--- config.mk ---
export PLATFORM = sky130hd
export DESIGN_NAME = cigar_to_bam_op_encoder_core
export DESIGN_NICKNAME = d
export VERILOG_FILES = /design/src/hdl/cbe_pkg.sv /design/src/hdl/cigar_to_bam_op_encoder_core.sv /design/src/hdl/cbe_engine.sv /design/src/hdl/cbe_res_fifo.sv
export SDC_FILE = /design/constraint.sdc
export NUM_CORES = 1
export LEC_CHECK = 0
export BUFFER_PORTS_ARGS = -buffer_cell sky130_fd_sc_hd__buf_2
export CAP_MARGIN = 25
export CORE_MARGIN = 2
export CORE_UTILIZATION = 65
export CTS_BUF_LIST = sky130_fd_sc_hd__clkbuf_8
export DETAILED_ROUTE_END_ITERATION = 6
export GPL_TIMING_DRIVEN = 0
export PLACE_DENSITY = 0.84
export RECOVER_POWER = 50
export SETUP_SLACK_MARGIN = 0.15
export SYNTH_ARGS = -nofsm -noshare
export SYNTH_HDL_FRONTEND = slang
export SYNTH_HIERARCHICAL = 1
export SYNTH_SLANG_ARGS = --single-unit
--- constraint.sdc ---
create_clock -name i_clk -period 11.19 [get_ports i_clk]
set_clock_uncertainty 0.1 [all_clocks]
set_input_delay 0.5595 -clock i_clk [delete_from_list [all_inputs] [get_ports i_clk]]
set_output_delay 0.5595 -clock i_clk [all_outputs]
set_load 0.01 [all_outputs]
--- src/hdl/cbe_pkg.sv ---
package cbe_pkg;

    localparam int unsigned OP_LEN_W   = 28;
    localparam int unsigned SUM_W      = 31;
    localparam int unsigned COUNT_W    = 11;
    localparam int unsigned LIMIT_W    = 10;

    localparam logic [SUM_W-1:0]   SUM_MAX         = 31'h7FFF_FFFF;
    localparam logic [LIMIT_W-1:0] OP_LIMIT_RESET  = 10'd255;

    localparam logic [3:0] OP_M = 4'd0;
    localparam logic [3:0] OP_I = 4'd1;
    localparam logic [3:0] OP_D = 4'd2;
    localparam logic [3:0] OP_N = 4'd3;
    localparam logic [3:0] OP_S = 4'd4;
    localparam logic [3:0] OP_H = 4'd5;
    localparam logic [3:0] OP_P = 4'd6;
    localparam logic [3:0] OP_EQ = 4'd7;
    localparam logic [3:0] OP_X = 4'd8;

    localparam logic [7:0] CH_STAR = 8'h2A;
    localparam logic [7:0] CH_ZERO = 8'h30;
    localparam logic [7:0] CH_NINE = 8'h39;

    localparam logic [15:0] BIN_OFF_L5 = 16'(((1 << 15) - 1) / 7);
    localparam logic [15:0] BIN_OFF_L4 = 16'(((1 << 12) - 1) / 7);
    localparam logic [15:0] BIN_OFF_L3 = 16'(((1 << 9) - 1) / 7);
    localparam logic [15:0] BIN_OFF_L2 = 16'(((1 << 6) - 1) / 7);
    localparam logic [15:0] BIN_OFF_L1 = 16'(((1 << 3) - 1) / 7);

    typedef enum logic [1:0] {
        PH_START  = 2'd0,
        PH_PARSE  = 2'd1,
        PH_IGNORE = 2'd2
    } t_phase;

    typedef struct packed {
        logic [7:0]  ch;
        logic        end_of_string;
        logic [27:0] seq_len;
        logic [28:0] map_pos;
    } t_in_item;

    typedef struct packed {
        logic        kind;
        logic [27:0] op_length;
        logic [3:0]  op_code;
        logic [10:0] op_count;
        logic [30:0] ref_span;
        logic [15:0] bin;
        logic        record_done;
    } t_out_item;

    typedef struct packed {
        logic wr_a;
        logic wr_b;
    } t_push;

    function automatic logic [3:0] op_code_of(input logic [7:0] ch);
        logic [3:0] code;
        unique case (ch)
            8'h4D:   code = OP_M;
            8'h49:   code = OP_I;
            8'h44:   code = OP_D;
            8'h4E:   code = OP_N;
            8'h53:   code = OP_S;
            8'h48:   code = OP_H;
            8'h50:   code = OP_P;
            8'h3D:   code = OP_EQ;
            default: code = OP_X;
        endcase
        return code;
    endfunction

    function automatic logic [15:0] reg2bin(input logic [28:0] beg_pos,
                                            input logic [30:0] span);
        logic [31:0] b;
        logic [31:0] e;
        logic [31:0] s;
        logic [15:0] res;
        b = {3'b000, beg_pos};
        s = b + {1'b0, span};
        e = s - 32'd1;
        if (s == 32'd0) begin
            res = 16'd0;
        end else if ((b >> 14) == (e >> 14)) begin
            res = BIN_OFF_L5 + 16'(b >> 14);
        end else if ((b >> 17) == (e >> 17)) begin
            res = BIN_OFF_L4 + 16'(b >> 17);
        end else if ((b >> 20) == (e >> 20)) begin
            res = BIN_OFF_L3 + 16'(b >> 20);
        end else if ((b >> 23) == (e >> 23)) begin
            res = BIN_OFF_L2 + 16'(b >> 23);
        end else if ((b >> 26) == (e >> 26)) begin
            res = BIN_OFF_L1 + 16'(b >> 26);
        end else begin
            res = 16'd0;
        end
        return res;
    endfunction

endpackage

--- src/hdl/cigar_to_bam_op_encoder_core.sv ---
// CIGAR text to BAM op word encoder.
// The input channel carries one CIGAR character per beat, with the read length and
// the mapping position alongside; a beat with end_of_string set closes the record.
// The output channel carries op word beats (kind 0) and one summary beat per record
// (kind 1) holding the op count, the mapped length and the index bin.
// The op limit register is written through i_cfg_we and i_cfg_wdata; the user must
// write it only while the block is idle, which the block itself does not enforce.
// It resets to 255. An input beat is taken into the input register, processed once
// the result queue has room and written into a four-entry result queue, so the
// first result beat passes through the input register and the queue before it is offered.
// One input beat is accepted every cycle while the queue has room; a beat that
// triggers truncation yields two result beats. The queue accepts work only while it
// has room for two results. When the receiver stalls, the queue fills and the input
// ready falls; nothing is lost. Reset empties the queue and the input register,
// restores the op limit and returns the parser to the start of a record.
module cigar_to_bam_op_encoder_core import cbe_pkg::*; #(
    parameter int unsigned LENGTH_BITS = 28
) (
    input  logic               i_clk,
    input  logic               i_rst_n,
    input  logic               i_cfg_we,
    input  logic [LIMIT_W-1:0] i_cfg_wdata,
    input  logic               i_in_valid,
    output logic               o_in_ready,
    input  t_in_item           i_in_data,
    output logic               o_out_valid,
    input  logic               i_out_ready,
    output t_out_item          o_out_data
);

    logic [LIMIT_W-1:0] r_op_limit;
    logic               room;
    t_push              push;
    t_out_item          res_a;
    t_out_item          res_b;

    always_ff @(posedge i_clk) begin
        if (!i_rst_n) begin
            r_op_limit <= OP_LIMIT_RESET;
        end else if (i_cfg_we) begin
            r_op_limit <= i_cfg_wdata;
        end
    end

    cbe_engine #(
        .LENGTH_BITS (LENGTH_BITS)
    ) u_engine (
        .i_clk      (i_clk),
        .i_rst_n    (i_rst_n),
        .i_in_valid (i_in_valid),
        .o_in_ready (o_in_ready),
        .i_in_data  (i_in_data),
        .i_op_limit (r_op_limit),
        .i_room     (room),
        .o_push     (push),
        .o_res_a    (res_a),
        .o_res_b    (res_b)
    );

    cbe_res_fifo u_fifo (
        .i_clk       (i_clk),
        .i_rst_n     (i_rst_n),
        .i_push      (push),
        .i_res_a     (res_a),
        .i_res_b     (res_b),
        .o_room      (room),
        .o_out_valid (o_out_valid),
        .i_out_ready (i_out_ready),
        .o_out_data  (o_out_data)
    );

endmodule

--- src/hdl/cbe_engine.sv ---
module cbe_engine import cbe_pkg::*; #(
    parameter int unsigned LENGTH_BITS = 28
) (
    input  logic                i_clk,
    input  logic                i_rst_n,
    input  logic                i_in_valid,
    output logic                o_in_ready,
    input  t_in_item            i_in_data,
    input  logic [LIMIT_W-1:0]  i_op_limit,
    input  logic                i_room,
    output t_push               o_push,
    output t_out_item           o_res_a,
    output t_out_item           o_res_b
);

    localparam logic [LENGTH_BITS-1:0] LEN_MAX   = {LENGTH_BITS{1'b1}};
    localparam logic [SUM_W-1:0]       LEN_MAX_W = SUM_W'(LEN_MAX);

    logic                   r_in_valid;
    t_in_item               r_in;
    t_phase                 r_phase, n_phase;
    logic [LENGTH_BITS-1:0] r_acc, n_acc;
    logic [SUM_W-1:0]       r_ref, n_ref;
    logic [SUM_W-1:0]       r_read, n_read;
    logic [COUNT_W-1:0]     r_ops, n_ops;

    logic                   advance;
    logic                   is_star;
    logic                   is_digit;
    logic                   active;
    logic                   trunc_hit;
    logic [3:0]             code;
    logic [3:0]             digit;
    logic [LENGTH_BITS+3:0] acc_next;
    logic [SUM_W:0]         ref_sum;
    logic [SUM_W:0]         read_sum;
    logic [SUM_W-1:0]       read_upd;
    logic [SUM_W-1:0]       clip_raw;
    logic [COUNT_W-1:0]     ops_inc;

    assign advance    = r_in_valid && i_room;
    assign o_in_ready = !r_in_valid || advance;

    assign is_star  = (r_in.ch == CH_STAR);
    assign is_digit = (r_in.ch >= CH_ZERO) && (r_in.ch <= CH_NINE);
    assign active   = (r_phase == PH_PARSE) || ((r_phase == PH_START) && !is_star);
    assign code     = op_code_of(r_in.ch);
    assign digit    = 4'(r_in.ch - CH_ZERO);
    assign ops_inc  = r_ops + COUNT_W'(1);
    assign trunc_hit = ops_inc >= COUNT_W'(i_op_limit);

    assign acc_next = {1'b0, r_acc, 3'b000} + {3'b000, r_acc, 1'b0}
                    + (LENGTH_BITS+4)'(digit);
    assign ref_sum  = {1'b0, r_ref} + (SUM_W+1)'(r_acc);
    assign read_sum = {1'b0, r_read} + (SUM_W+1)'(r_acc);
    assign read_upd = ((code == OP_M) || (code == OP_I) || (code == OP_S))
                    ? (read_sum[SUM_W] ? SUM_MAX : read_sum[SUM_W-1:0]) : r_read;
    assign clip_raw = ({3'b000, r_in.seq_len} > read_upd)
                    ? ({3'b000, r_in.seq_len} - read_upd) : '0;

    always_comb begin
        n_phase = r_phase;
        if (advance) begin
            priority if (r_in.end_of_string) begin
                n_phase = PH_START;
            end else if ((r_phase == PH_START) && is_star) begin
                n_phase = PH_IGNORE;
            end else if (active && !is_digit && trunc_hit) begin
                n_phase = PH_IGNORE;
            end else if (r_phase == PH_START) begin
                n_phase = PH_PARSE;
            end
        end
    end

    always_comb begin
        n_acc   = r_acc;
        n_ref   = r_ref;
        n_read  = r_read;
        n_ops   = r_ops;
        o_push  = '0;
        o_res_a = '0;
        o_res_b = '0;
        o_res_b.op_code = OP_S;
        if (advance) begin
            if (r_in.end_of_string) begin
                o_res_a.kind          = 1'b1;
                o_res_a.op_count      = r_ops;
                o_res_a.ref_span      = r_ref;
                o_res_a.bin           = reg2bin(r_in.map_pos, r_ref);
                o_res_a.record_done   = 1'b1;
                o_push.wr_a           = 1'b1;
                n_acc  = '0;
                n_ref  = '0;
                n_read = '0;
                n_ops  = '0;
            end else if (active) begin
                if (is_digit) begin
                    n_acc = (acc_next > (LENGTH_BITS+4)'(LEN_MAX))
                          ? LEN_MAX : acc_next[LENGTH_BITS-1:0];
                end else begin
                    o_res_a.op_length = OP_LEN_W'(r_acc);
                    o_res_a.op_code   = code;
                    o_push.wr_a       = 1'b1;
                    if ((code == OP_M) || (code == OP_N) || (code == OP_D)) begin
                        n_ref = ref_sum[SUM_W] ? SUM_MAX : ref_sum[SUM_W-1:0];
                    end
                    n_read = read_upd;
                    n_acc  = '0;
                    n_ops  = ops_inc;
                    if (trunc_hit) begin
                        o_res_b.op_length = (clip_raw > LEN_MAX_W)
                                          ? OP_LEN_W'(LEN_MAX) : OP_LEN_W'(clip_raw);
                        o_push.wr_b       = 1'b1;
                        n_ops             = r_ops + COUNT_W'(2);
                    end
                end
            end
        end
    end

    always_ff @(posedge i_clk) begin
        if (!i_rst_n) begin
            r_in_valid <= 1'b0;
            r_phase    <= PH_START;
            r_acc      <= '0;
            r_ref      <= '0;
            r_read     <= '0;
            r_ops      <= '0;
        end else begin
            if (o_in_ready) begin
                r_in_valid <= i_in_valid;
            end
            r_phase <= n_phase;
            r_acc   <= n_acc;
            r_ref   <= n_ref;
            r_read  <= n_read;
            r_ops   <= n_ops;
        end
    end

    always_ff @(posedge i_clk) begin
        if (o_in_ready && i_in_valid) begin
            r_in <= i_in_data;
        end
    end

endmodule

--- src/hdl/cbe_res_fifo.sv ---
module cbe_res_fifo import cbe_pkg::*; (
    input  logic      i_clk,
    input  logic      i_rst_n,
    input  t_push     i_push,
    input  t_out_item i_res_a,
    input  t_out_item i_res_b,
    output logic      o_room,
    output logic      o_out_valid,
    input  logic      i_out_ready,
    output t_out_item o_out_data
);

    t_out_item  r_mem [4];
    logic [1:0] r_wr_ptr, n_wr_ptr;
    logic [1:0] r_rd_ptr, n_rd_ptr;
    logic [2:0] r_count, n_count;
    logic       pop;

    assign o_room      = (r_count <= 3'd2);
    assign o_out_valid = (r_count != 3'd0);
    assign o_out_data  = r_mem[r_rd_ptr];
    assign pop         = o_out_valid && i_out_ready;

    always_comb begin
        n_wr_ptr = r_wr_ptr + 2'(i_push.wr_a) + 2'(i_push.wr_b);
        n_rd_ptr = r_rd_ptr + 2'(pop);
        n_count  = r_count + 3'(i_push.wr_a) + 3'(i_push.wr_b) - 3'(pop);
    end

    always_ff @(posedge i_clk) begin
        if (!i_rst_n) begin
            r_wr_ptr <= '0;
            r_rd_ptr <= '0;
            r_count  <= '0;
        end else begin
            r_wr_ptr <= n_wr_ptr;
            r_rd_ptr <= n_rd_ptr;
            r_count  <= n_count;
        end
    end

    always_ff @(posedge i_clk) begin
        if (i_push.wr_a) begin
            r_mem[r_wr_ptr] <= i_res_a;
        end
        if (i_push.wr_b) begin
            r_mem[r_wr_ptr + 2'd1] <= i_res_b;
        end
    end

endmodule

==> impl_metrics.yaml <==
outcome:
  outcome: "complete, but fails checks"
  failed_checks: "capacitance limit, slew limit"
die:
  die_w_um: 240
  die-area_um2: 57600
  chipHeight_um: 240
  core_area_um2: 55100
  std_cell_rows: 86
  start_util: 0.657
  io_pins: 175
yosys:
  synth_top_family_by_area: "multiplexers"
  postSynthAreaPerCell_um2: 11.3
  netlist_instances: 3213
  synth_area_um2: 36200
  synth_compound_area_frac: 0.122
  netlist_top_cells_area: "edfxtp_1, mux2_2, dfxtp_1"
  synth-seq-cells: 555
  async_flop_share: 0
  synth_adder_area_share: 0.0714
  yosys.area.top_type: "edfxtp_1"
  ys.flop_type: "edfxtp_1"
  synth_cell_types: 88
  synth_mux_area_frac: 0.178
  yosys.area_share.simple: 0.117
  synth.top_cell.area_share: 0.360
  ys_seq_area_frac: 0.427
  synth-warning-count: 6
  synth_xor_area_frac: 0.0395
  synth_edf_count: 434
min_path:
  worstHoldStart: "i_cfg_wdata[7]"
  hold_end: "r_op_limit[7]"
  hold_depth: 3
  hp-class: "input pin to register"
final_layout:
  nets: 3924
  area_growth_pct: 13.4
  finalNonFillerCells: 4478
  drive_above_1_share: 0.217
  fin_util: 0.744
  fill_cells: 3697
  fin_area_um2: 41000
place:
  dpl.hpwl_um: 79400
  place_congestion: 0.974
  dp.cells: 4221
  placed_cell_area_um2: 38800
  io_buffers: 173
sta:
  fin_crit_ps: 8890
  hold_viol_final: 0
  rsz0062_at_grt: "no"
  finalSetupViolations: 0
  max_freq_mhz: 113
  slew_viol_final: 132
  period_share: 0.794
  tightest_slew_ps: 2380
  slew_headroom: -0.588
cts:
  cts_tree: "yes"
  clockBufferDepth: 3
  cts_root_buffer: "clkbuf_8"
  numCtsBuffers: 93
  cts_setup_buffers: 0
  htree_num_levels: 3
  clkTransAtPathRegs_ps: 60
  clk_latency_ps: 740
  cts.sinks: 555
setup_path:
  path_buf_inv: 2
  rr_worst_depth: 28
  critPathCaptureType: "register"
  reg2reg_to: "u_fifo/r_mem[0][69]"
  crit_required_ps: 11660
  worst_path_largest_cell_delay_ps: 750
  startpoint_type: "register"
  cp_top_family: "compound AO/OA/AOI/OAI gates"
  r2r-start: "u_engine/r_acc[8]"
  r2r_slack_ps: 2300
  cpMaxStageDelayCell: "dfxtp_1"
  worstSetupPathType: "register to register"
  cp_max_fo: 10
  startpoint: "u_engine/r_acc[8]"
  crit_arrival_ps: 9360
power:
  p_leak_nw: 16.9
  max-vdd-ir-drop_mv: 0.0911
  power_mw: 5.80
  p_per_area_nw_per_um2: 142
global_route:
  grt_overflow: 0
  first_global_vias: 29066
  grt_pass1_wl_um: 167000
  grt.total_usage: 0.383
  antenna_found_initial: 10
  grt_max_degree: 41
route:
  via_per_inst: 6.53
  drc: 0
  dr_total_vias: 29233
  drt_pass1_iterations: 6
  wl_per_cell_um: 24.7
  drtIter0Drc: 2970
  ant_nets: 0
  wl_um: 111000
run:
  maxCapViolCount: 5
-- tightest hold or removal path: stages --
cell and delay (ps):
buf_2 90, mux2i_1 70, nand2_1 80
-- kinds of logic (layout without fill, tap and decap cells) --
group | count (synthesis) | after routing
compound gates | 656 | 656
xor+xnor | 163 | 163
fa+ha+maj | 201 | 201
buf+inv | 318 | 762
flops | 555 | 555
mux | 483 | 483
other cells | 2 | 75
simple gates | 835 | 835
-- per-stage QoR --
stage	setup slack (ps)	TNS, ps	hold slack [ps]
final	2300	0	35.6
after global routing	2010	0	26.9
after CTS	2510	0	5.09
after detailed placement	2600	0	376
after global placement	-4520	-794900	358
after floorplan	2150	0	342
-- sequential cells by signal, indices dropped and copies added (netlist names), 2 cells and up --
signal and count:
u_fifo/r_count 3, u_fifo/r_rd_ptr 2, u_fifo/r_mem 368, u_engine/r_ref 31, u_engine/r_phase 2, u_fifo/r_wr_ptr 2, r_op_limit 10, u_engine/r_acc 28
u_engine/r_in 66, u_engine/r_read 31, u_engine/r_ops 11
-- worst max path at each step --
stage | to | slack (ps) | cells past startpoint
floorplan | u_fifo/r_mem[0][0] | 2150 | 11
global placement | u_fifo/r_mem[0][75] | -4520 | 10
detailed placement | u_fifo/r_mem[0][69] | 2600 | 28
CTS | u_fifo/r_mem[0][69] | 2510 | 28
global route | u_fifo/r_mem[0][69] | 2010 | 28
finish | u_fifo/r_mem[0][69] | 2300 | 28
-- synth_stat cells (all sizes together), types with 26 or more instances --
cell type  number
nand3          59
nor2b          29
dfxtp         121
mux2          371
nand2b         32
a221o          29
and3           43
xor2           56
ha            192
a21oi         180
and2           91
a21o           76
nor3           50
mux4           92
inv            88
or3            26
nand2         199
xnor2         107
o21ai         122
buf           143
nor2          189
nand4          31
edfxtp        434
clkbuf         84
-- layer usage --
layer,vias up,routed length [µm],GRT usage
met5,-,57,0
met1,14264,43200,0.490
met4,8,5250,0.199
li1,12986,-,-
met3,350,11000,0.0908
met2,1625,51300,0.610
-- power by group --
part,internal (mW),switching [mW],total [mW]
Clock,0.901,0.878,1.78
Sequential,2.41,0.0724,2.48
Combinational,0.617,0.925,1.54
-- cell usage in the layout (no fill, tap or decap), types with 31 or more instances in the layout --
master         count
a21o_1            76
a21oi_1          178
and2_1            83
and3_1            43
buf_2            100
buf_4             71
clkbuf_1         216
clkbuf_8         100
conb_1            64
dfxtp_1          121
dlygate4sd3_1     73
edfxtp_1         434
ha_1             192
inv_1            122
mux2_2           365
mux4_2            92
nand2_1          199
nand2b_1          32
nand3_1           59
nand4_1           31
nor2_1           188
nor3_1            48
o21ai_0          113
xnor2_1          107
xor2_1            56
-- repair_timing --
action | 4_1_cts | 5_1_grt
resized for setup | 0 | 0
hold endpoints to repair | 73 | 0
hold buffers | 73 | 0
-- final cells by class --
type | count | area (µm²) | area share
flip-flops and latches | 555 | 15500 | 0.377
multi-input cells | 2402 | 19400 | 0.472
plain buffers | 227 | 1180 | 0.0287
clock inverters | 72 | 414 | 0.0101
well taps | 748 | 936 | 0.0228
diodes | 11 | 27.5 | 0.000671
inverters | 91 | 342 | 0.00833
repair buffers | 272 | 1930 | 0.0470
clock buffers | 100 | 1380 | 0.0336
No activity file was read; power rests on OpenSTA's default activity.
